<file path="config.mk">
export PLATFORM = sky130hd
export DESIGN_NAME = bqc_cfg
export DESIGN_NICKNAME = d
export VERILOG_FILES = /design/src/hw/rtl/bqc_pkg.sv /design/src/hw/rtl/bqc_cfg.sv
export SDC_FILE = /design/constraint.sdc
export NUM_CORES = 1
export LEC_CHECK = 0
export ABC_AREA = 1
export BUFFER_PORTS_ARGS = -buffer_cell sky130_fd_sc_hd__buf_2
export CAP_MARGIN = 30
export CORE_MARGIN = 10
export CORE_UTILIZATION = 52
export CTS_CLUSTER_SIZE = 10
export DETAILED_ROUTE_END_ITERATION = 10
export PLACE_DENSITY = 0.77
export SYNTH_ARGS = -nofsm -noshare
export SYNTH_HDL_FRONTEND = slang
export SYNTH_SLANG_ARGS = --single-unit
</file>
<file path="constraint.sdc">
create_clock -name clk -period 4.9 [get_ports clk]
set_clock_uncertainty 0.05 [all_clocks]
set_input_delay 0.49 -clock clk [delete_from_list [all_inputs] [get_ports clk]]
set_output_delay 0.49 -clock clk [all_outputs]
set_load 0.02 [all_outputs]
</file>
<file path="src/hw/rtl/bqc_pkg.sv">
package bqc_pkg;

  localparam int ST_W      = 32;
  localparam int COEF_BITS = 26;
  localparam int NUM_SECT  = 3;
  localparam int DATA_W    = 32;
  localparam int ADDR_W    = 5;

  typedef logic [ADDR_W-3:0] reg_idx_t;

  localparam reg_idx_t REG_BYPASS     = reg_idx_t'(0);
  localparam reg_idx_t REG_STAGE1_FB1 = reg_idx_t'(1);

  typedef struct packed {
    logic              restart;
    logic signed [ST_W-1:0] seed;
    logic signed [ST_W-1:0] x;
  } link_t;

  function automatic int coef_width(int frac_bits);
    int mx;
    mx = (frac_bits > COEF_BITS) ? frac_bits : COEF_BITS;
    return mx + 2;
  endfunction

  function automatic reg_idx_t fb_index(int sect, int second);
    return reg_idx_t'(int'(REG_STAGE1_FB1) + 2 * sect + second);
  endfunction

endpackage

</file>
<file path="src/hw/rtl/bqc_cfg.sv">
module bqc_cfg #(
  parameter int COEF_FRAC_BITS = 24,
  localparam int CW = bqc_pkg::coef_width(COEF_FRAC_BITS)
) (
  input  logic                                clk,
  input  logic                                rst,
  input  logic                                psel,
  input  logic                                penable,
  input  logic                                pwrite,
  input  logic [bqc_pkg::ADDR_W-1:0]          paddr,
  input  logic [bqc_pkg::DATA_W-1:0]          pwdata,
  output logic [bqc_pkg::DATA_W-1:0]          prdata,
  output logic                                pready,
  output logic                                bypass,
  output logic signed [bqc_pkg::COEF_BITS-1:0] fb1 [bqc_pkg::NUM_SECT],
  output logic signed [bqc_pkg::COEF_BITS-1:0] fb2 [bqc_pkg::NUM_SECT],
  output logic signed [CW-1:0]                b0  [bqc_pkg::NUM_SECT]
);

  localparam logic signed [CW-1:0] ONE = CW'(1) <<< COEF_FRAC_BITS;

  bqc_pkg::reg_idx_t                    idx;
  logic                                 wr;
  logic signed [bqc_pkg::COEF_BITS-1:0] wcoef;
  logic signed [bqc_pkg::COEF_BITS-1:0] fb1_next [bqc_pkg::NUM_SECT];
  logic signed [bqc_pkg::COEF_BITS-1:0] fb2_next [bqc_pkg::NUM_SECT];
  logic signed [CW-1:0]                 b0_next  [bqc_pkg::NUM_SECT];

  assign pready = 1'b1;
  assign idx    = paddr[bqc_pkg::ADDR_W-1:2];
  assign wr     = psel && penable && pwrite && pready;
  assign wcoef  = signed'(pwdata[bqc_pkg::COEF_BITS-1:0]);

  // b0 = b2 = floor((ONE + a1 + a2) / 4), kept next to the feedback pair
  always_comb begin
    for (int s = 0; s < bqc_pkg::NUM_SECT; s++) begin
      fb1_next[s] = fb1[s];
      fb2_next[s] = fb2[s];
      if (wr && idx == bqc_pkg::fb_index(s, 0)) begin
        fb1_next[s] = wcoef;
      end
      if (wr && idx == bqc_pkg::fb_index(s, 1)) begin
        fb2_next[s] = wcoef;
      end
      b0_next[s] = (ONE + CW'(fb1_next[s]) + CW'(fb2_next[s])) >>> 2;
    end
  end

  always_ff @(posedge clk) begin
    if (rst) begin
      bypass <= 1'b1;
      for (int s = 0; s < bqc_pkg::NUM_SECT; s++) begin
        fb1[s] <= '0;
        fb2[s] <= '0;
        b0[s]  <= ONE >>> 2;
      end
    end else begin
      if (wr && idx == bqc_pkg::REG_BYPASS) begin
        bypass <= pwdata[0];
      end
      for (int s = 0; s < bqc_pkg::NUM_SECT; s++) begin
        fb1[s] <= fb1_next[s];
        fb2[s] <= fb2_next[s];
        b0[s]  <= b0_next[s];
      end
    end
  end

  always_comb begin
    prdata = '0;
    case (idx)
      bqc_pkg::REG_BYPASS: prdata = bqc_pkg::DATA_W'(bypass);
      default: begin
        for (int s = 0; s < bqc_pkg::NUM_SECT; s++) begin
          if (idx == bqc_pkg::fb_index(s, 0)) begin
            prdata = bqc_pkg::DATA_W'(fb1[s]);
          end
          if (idx == bqc_pkg::fb_index(s, 1)) begin
            prdata = bqc_pkg::DATA_W'(fb2[s]);
          end
        end
      end
    endcase
  end

endmodule

</file>
### Word level (Yosys, flattened, before mapping)

Cells that the tools add are included.

| storage, ports and cells | value |
|---|---|
| register bits | 235 |
| latch bits | 0 |
| bits in writable memories | 0 |
| bits in read-only memories | 0 |
| input port bits | 42 |
| output and inout bits | 274 |
| word-level logic and storage cells | 45 |
| memories kept | 0 |

| cells by class | value |
|---|---|
| add/sub/neg operators | 6 |
| multiply operators | 0 |
| div/mod/pow operators | 0 |
| magnitude comparators | 0 |
| equality and inequality tests | 6 |
| shift-type cells | 0 |
| muxes and demuxes | 13 |
| bitwise operators | 0 |
| reductions and logical operators | 10 |

Operator list:

| kind | count |
|---|---|
| 32-bit 2-to-1 mux | 7 |
| 26-bit 2-to-1 mux | 6 |
| 27-bit by 26-bit adder with 28-bit output | 3 |
| 26-bit by 26-bit adder with 27-bit output, first input constant | 3 |
| 3-bit == test, second input constant | 3 |
| 1-bit logical AND | 9 |
| 3-bit by 2-bit == test with 1-bit output, second input constant | 2 |
| 3-bit by 1-bit == test with 1-bit output, second input constant | 1 |
| 3-bit logical NOT | 1 |

### Logic depth before layout (Yosys ltp)

Gate-level depths: netlist of run 1.

| logic depth | value |
|---|---|
| depth after elaboration | 8 |
| mapped depth | 24 |

### Worst setup path before layout of run 1

Ideal clock, no wire load.

| path | value |
|---|---|
| path kind | input to register |
| from | input port psel |
| to | register b0[17] (netlist bit) |
| library setup time | 113 ps |
| arrival time | 3517 ps |
| required time | 4737 ps |
| setup slack | 1220 ps |
| stages | 21 |
| buffers on the path | 2 |
| path through | nand3_1 -> nor2_2 -> buf_2 -> buf_2 -> nand2_1 -> o21ai_0 -> inv_1 -> ha_1 -> nand2_1 -> nor2_2 -> inv_1 -> fa_1 -> inv_1 -> nand2_1 -> o21a_1 -> o21ai_0 -> a21oi_1 -> o21bai_1 -> nand2_1 -> nand2_1 -> nor2_1 |

RTL lines:

| item | RTL line | RTL |
|---|---|---|
| start, declared | bqc_cfg.sv:7 | `input logic psel,` |
| end signal, assigned by index | bqc_cfg.sv:55 | `b0[s] <= ONE >>> 2;` |
| end signal, assigned by index | bqc_cfg.sv:64 | `b0[s] <= b0_next[s];` |
| end, declared | bqc_cfg.sv:17 | `output logic signed [CW-1:0] b0 [bqc_pkg::NUM_SECT]` |

==> results of run 1 <==
## cells in the mapped netlist, drive strengths merged
master / number / share of area [%]
a221oi: 16 / 0.95
a31oi: 8 / 0.34
o21a: 10 / 0.51
a21oi: 205 / 7.0
nor3b: 1 / 0.051
and2: 1 / 0.043
nand2: 427 / 11
and3: 1 / 0.043
conb: 1 / 0.025
fa: 3 / 0.41
clkbuf: 64 / 1.6
o21bai: 15 / 0.76
nand4: 18 / 0.76
a22oi: 15 / 0.76
mux2i: 4 / 0.27
o311ai: 2 / 0.12
a21o: 16 / 0.82
o211ai: 1 / 0.051
nor2: 255 / 6.8
xor2: 1 / 0.059
o2111ai: 9 / 0.54
a211oi: 11 / 0.56
a41oi: 1 / 0.059
nand3b: 1 / 0.051
o21ai: 227 / 7.7
nor3: 23 / 0.78
ha: 150 / 13
a21boi: 6 / 0.31
inv: 351 / 8.9
nor4: 3 / 0.13
dfxtp: 235 / 32
nand3: 82 / 2.9
buf: 22 / 0.92
## through the flow
stage                     std cells  area [µm²]  setup slack [ns]  utilization [%]
after global placement         2800       16500            0.5696            59.21
after detailed placement       2800       16500            0.4710            59.21
after floorplan                2185       14720             1.220                -
after global routing           2840       17310            0.7049            62.13
final                          2840       17310            0.9263            62.13
after CTS                      2838       17280             1.016            62.03
## cell families (layout without fill, tap and decap cells)
group           Yosys count  count (layout)  synth area share [%]
flops                   235             235                 31.95
xor+xnor                  1               1               0.05949
fa+ha+maj               153             153                 13.15
buf+inv                 437             713                 11.50
simple gates            812             812                 22.58
mux                       4               4                0.2719
other cells               1               2               0.02547
compound gates          542             542                 20.46
## state kept, by name (all words and copies together), names as in the netlist
| name | cells |
|---|---|
| b0 | 78 |
| fb1 | 78 |
| fb2 | 78 |
| bypass | 1 |
## final cells by class
| type | instances | area, µm² |
|---|---|---|
| clock buffer | 37 | 775.7 |
| multi-input combinational | 1513 | 8327 |
| timing repair buffer | 324 | 1702 |
| antenna | 1 | 2.502 |
| inverter | 351 | 1318 |
| sequential | 235 | 4705 |
| clock inverter | 1 | 7.507 |
| tap | 378 | 473.0 |
| fill | 2688 | 10550 |
## critical path, delay by kind of cell
kind / cells / cell delay (ns)
simple gates: 9 / 1.67
fa+ha+maj: 2 / 0.81
buf+inv: 3 / 0.26
compound gates: 5 / 1.17
## layer usage
metal	routed length [µm]	global-route usage [%]
met1	24400	40.56
met2	27520	53.24
met3	6171	7.312
met4	2541	12.92
met5	8	0
## worst max-delay path by stage
stage	from	end	slack [ns]	cells past startpoint
after floorplan	psel	b0[17]$_SDFF_PP0_	1.22	21
after global placement	psel	b0[23]$_SDFF_PP0_	0.57	18
after detailed placement	penable	b0[23]$_SDFF_PP0_	0.47	18
after CTS	penable	b0[23]$_SDFF_PP0_	1.02	18
after global routing	penable	b0[19]$_SDFF_PP0_	0.70	19
final	penable	b0[19]$_SDFF_PP0_	0.93	19
## power by group
group	switching (µW)	internal [µW]	total, µW
sequential	16.4	1940	1950
combinational	298	103	401
clock	810	1080	1890
total	1120	3120	4250
## placed cells by master, fill, tap and decap left out, drive strengths merged, types with 2 or more instances in the layout
cell type	count
nand2	427
inv	351
buf	324
nor2	255
dfxtp	235
o21ai	227
a21oi	205
ha	150
nand3	82
clkbuf	37
nor3	23
nand4	18
a221oi	16
a21o	16
a22oi	15
o21bai	15
a211oi	11
o21a	10
o2111ai	9
a31oi	8
a21boi	6
mux2i	4
nor4	3
fa	3
o311ai	2
==> reports/metrics.yaml, run 1 <==
outcome: "complete, no violations"
antenna_left: 0
holdPathStages: 3
fin_crit_sh_pct: 81.10
num-nets-final: 2648
root_buffer: "clkbuf_16"
rsz0062_at_grt: "false"
rr_worst_depth: 17
cts_setup_buffers: 0
hold_class: "in -> reg"
avgViaCountPerCell: 5.677
grt_overflow_total: 0
worst_pin_slew_ns: 0.8628
drive_above_1_share_pct: 15.56
synth.avg_cell_area_um2: 6.739
fp.dieH_um: 188.3
io_buffers: 306
cts_tree: "built"
fmax_mhz: 251.7
seq_area_frac_synth_pct: 31.95
start_kind: "input pin"
hold_ws_ns: 0.2396
cp.arrival_ns: 4.41
antenna_found_initial: 2
cts_buffers: 28
dieWidth_um: 188.3
die_area_um2: 35450
finalCriticalPeriod_ns: 3.974
netlist_area_um2: 14720
end_kind: "register"
finalHoldViolCount: 0
ys_ff_latch: 235
grt_first_pass_wirelength_mm: 90.42
r2r-end: "b0[19]$_SDFF_PP0_"
crit_path_max_incr_delay_ns: 0.66
required_ns: 5.33
drcViolationCount: 0
grt_util_all_layers_pct: 32.50
cts_max_path_buffers: 3
io_pins: 316
clk_pin_slew_ns: 0.06
hpwl_mm: 48.45
ir_drop_v: 0.0002990
hold_end: "fb2[34]$_SDFF_PP0_"
vias: 16120
first_pass_iters: 6
post_drt_wl_per_cell_um: 21.35
total_power_uw: 4247
htreeDepth: 1
cts.repair.resized: 0
yosysWarnings: 0
setup_violations: 0
drtIter0Drc: 1688
slew_violations: 0
initial_core_util_pct: 52.85
syn-num-nets: 2380
gp_congestion: 1.021
drt-total-wl_mm: 60.64
first_global_vias: 15290
slew_headroom_pct: 42.41
power_density_nw_per_um2: 245.4
slowest_stage: "nor2_4"
hold_path_startpoint: "pwdata[8]"
rows: 61
coreArea_um2: 27860
r2r-start: "fb1[1]$_SDFF_PP0_"
crit_chain: "buf_2, nand3_1, nor2_4, o21ai_0, ha_1, nand2_1, nor2_2, inv_1, fa_1, inv_1, nand2_1, o21a_1, o21ai_0, nand2_1, nand2_1, nand2_1, nand2_1, o21ai_0, a21oi_1"
path_class: "in -> reg"
cp_max_fo: 30
r2r_slack_ns: 1.56
clock_sinks: 235
maxCapViolations: 0
fin_tns_setup_ns: 0
grt_max_degree: 98
leakage_uw: 0.009685
area_delta_synth_final_pct: 17.56
clk_latency_ns: 0.55
synth.distinct_cells: 41
synthCells: 2185
cpMostUsedCell: "nand2_1"
cts_hold_buf: 0
No activity file was read; power rests on OpenSTA's default activity.
==> inputs of run 2 (changes only) <==
Settings changed: CORE_UTILIZATION 52 to 50.
Clock period 4.9 ns to 3.3 ns, I/O delays scaled along.
==> run 2 against run 1 <==
Clock power rose by 48%. Power up 50%. Combinational power rose by 64%. First-iteration DRC count up 14%. Sequential cell count did not move. Worst setup slack lost 0.73 ns. Wire length rose by 1.1%. Global-route usage down 0.19 points. Non-clock buffer count grew 274. Critical path type unchanged. Largest cell class unchanged. Highest routed layer is now met4.
==> reports/metrics.yaml, run 2 (same netlist as run 1, synthesis figures left out) <==
outcome: "complete, no violations"  # unchanged
multi_input_area_um2: 8344  # was 8327 µm²
ir_drop_v: 0.0003963  # was 0.0002990 V
grt_first_pass_wirelength_mm: 93.51  # was 90.42 mm
power_density_nw_per_um2: 327.5  # was 245.4 nW/µm²
coreArea_um2: 28860  # was 27,860 µm²
rr_worst_depth: 17  # unchanged
antenna_found_initial: 2  # unchanged
maxCapViolations: 0  # unchanged
leakage_uw: 0.01102  # was 0.009685 µW
drive_above_1_share_pct: 24.12  # was 15.56%
grt_overflow_total: 0  # unchanged
finalHoldViolCount: 0  # unchanged
final_util_pct: 67.27  # was 62.13%
rows: 62  # was 61
initial_core_util_pct: 51.02  # was 52.85%
drtIter0Drc: 1923  # was 1,688
fillers: 2690  # was 2,688
cp_max_fo: 24  # was 30
fmax_mhz: 321.7
vias: 17170  # was 16,120
crit_family: "compound AO/OA/AOI/OAI gates"  # was simple AND/OR/NAND/NOR gates
clk_latency_ns: 0.56  # was 0.55 ns
final_cell_mix: "nand2_1 (421), inv_1 (344), buf_2 (305)"  # unchanged
grt_util_all_layers_pct: 32.30  # was 32.50%
stdcell_count: 3121  # was 2,840
cts_setup_buffers: 0  # unchanged
slowest_stage: "ha_1"  # was nor2_4
root_buffer: "clkbuf_16"  # unchanged
cts_buffers: 28  # unchanged
num-nets-final: 2922  # was 2,648
finalCriticalPeriod_ns: 3.109
cts_tree: "built"  # unchanged
placed_cell_area_um2: 18630  # was 16,500 µm²
fin_area_um2: 19410  # was 17,310 µm²
slew_headroom_pct: 41.53  # was 42.41%
slew_violations: 0  # unchanged
first_global_vias: 16730  # was 15,290
io_buffers: 306  # unchanged
r2r-end: "b0[19]$_SDFF_PP0_"  # unchanged
drcViolationCount: 0  # unchanged
htreeDepth: 1  # unchanged
cpMostUsedCell: "nand2_1"  # unchanged
first_pass_iters: 7  # was 6
crit_buf_inv: 4  # was 3
crit_chain: "buf_2, nand3_2, nor2_2, buf_4, nand2_1, o21ai_0, inv_1, ha_1, ha_1, a21oi_1, inv_1, a21oi_1, a21boi_0, nand2_2, nand2_1, nand3_1, nand2_1, nor2_1"  # was buf_2, nand3_1, nor2_4, o21ai_0, ha_1, nand2_1, nor2_2, inv_1, fa_1, inv_1, nand2_1, o21a_1, o21ai_0, nand2_1, nand2_1, nand2_1, nand2_1, o21ai_0, a21oi_1
hold_class: "in -> reg"  # unchanged
post_drt_wl_per_cell_um: 19.64  # was 21.35 µm
ff_latch_area_um2: 4705  # unchanged
area_delta_synth_final_pct: 31.85  # was 17.56%
start_kind: "input pin"  # unchanged
fp.dieH_um: 191.6  # was 188.3 µm
clock_sinks: 235  # unchanged
clk_pin_slew_ns: 0.06  # about the same
worst_pin_slew_ns: 0.8771  # was 0.8628 ns
grt_max_degree: 169  # was 98
dp.cells: 3081  # was 2,800
path_class: "in -> reg"  # unchanged
required_ns: 3.70  # was 5.33 ns
avgViaCountPerCell: 5.501  # was 5.677
cp.arrival_ns: 3.51  # was 4.41 ns
hold_ws_ns: 0.06119  # was 0.2396 ns
setup_violations: 0  # unchanged
drt-total-wl_mm: 61.29  # was 60.64 mm
io_pins: 316  # unchanged
rsz0062_at_grt: "false"  # unchanged
end_kind: "register"  # unchanged
die_area_um2: 36710  # was 35,450 µm²
gp_congestion: 1.019  # was 1.021
cts_hold_buf: 0  # unchanged
antenna_left: 0  # unchanged
fin_crit_sh_pct: 94.20
cp.depth: 18  # was 19
reg_top3: "b0: 78 flops, fb1: 78 flops, fb2: 78 flops"  # unchanged
cp-endpoint: "b0[16]$_SDFF_PP0_"  # was b0[19]$_SDFF_PP0_
hpwl_mm: 49.50  # was 48.45 mm
crit_path_max_incr_delay_ns: 0.38  # was 0.66 ns
layout_commonest_cell: "nand2_1"  # unchanged
critPathLaunch: "psel"  # was penable
r2r_slack_ns: 0.25  # was 1.56 ns
dieWidth_um: 191.6  # was 188.3 µm
cts_max_path_buffers: 3  # unchanged
fin_tns_setup_ns: 0  # unchanged
r2r-start: "fb1[1]$_SDFF_PP0_"  # unchanged
## run 2: cell types whose count changed in the layout (fill, tap and decap cells not counted), moves of 2 or more
cell      change
o21ai_1       +4
buf_12        +4
clkinv_2      +2
o21ai_0       -6
buf_4       +271
o21ai_2       +2
## run 2: how the worst min path moves through the flow
stage	from	end	slack (ns)	depth (start not counted)
global route	pwdata[6]	fb2[32]$_SDFF_PP0_	0.07	3
detailed placement	fb2[39]$_SDFF_PP0_	fb2[39]$_SDFF_PP0_	0.45	2
floorplan	pwdata[24]	fb2[24]$_SDFF_PP0_	0.44	2
CTS	pwdata[6]	fb2[32]$_SDFF_PP0_	0.05	3
global placement	fb2[39]$_SDFF_PP0_	fb2[39]$_SDFF_PP0_	0.44	2
finish	pwdata[6]	fb2[32]$_SDFF_PP0_	0.06	3
## run 2: where the power goes
group	switching, µW	internal [µW]	leakage [µW]
registers	24.8	2880	0.00190
clock network	1210	1590	0.000381
logic	444	213	0.00874
total	1680	4680	0.0110
## run 2: cell type report
class,count,share of cell area [%]
multi-input combinational,1513,42.98
clock buffer,37,3.944
antenna,1,0.01289
tap,384,2.475
timing repair buffer,598,19.52
clock inverter,2,0.05156
sequential,235,24.23
inverter,351,6.787
## run 2: timing repair
action	in CTS	in global routing
gates resized for setup	0	3
hold endpoints to repair	0	0
setup endpoints to repair	0	7
## run 2: worst min-delay path, cell delays in order
cell	delay (ns)
buf_2	0.13
nand2_1	0.09
a21oi_1	0.07
## run 2: routing by layer
layer  part of all wire (%)  global-route usage, %
met5                      0                      0
met4                    4.7                  14.57
met3                    9.9                  5.749
met2                     46                  54.18
met1                     40                  39.70
## run 2: metrics by stage
stage | worst slack [ns] | total power, µW
2_1_floorplan | 0.001747 | 3296
3_3_place_gp | -0.2614 | 3600
3_5_place_dp | -0.2963 | 3606
4_1_cts | 0.2159 | 6379
5_1_grt | 0.001445 | 6540
6_report | 0.1915 | 6357
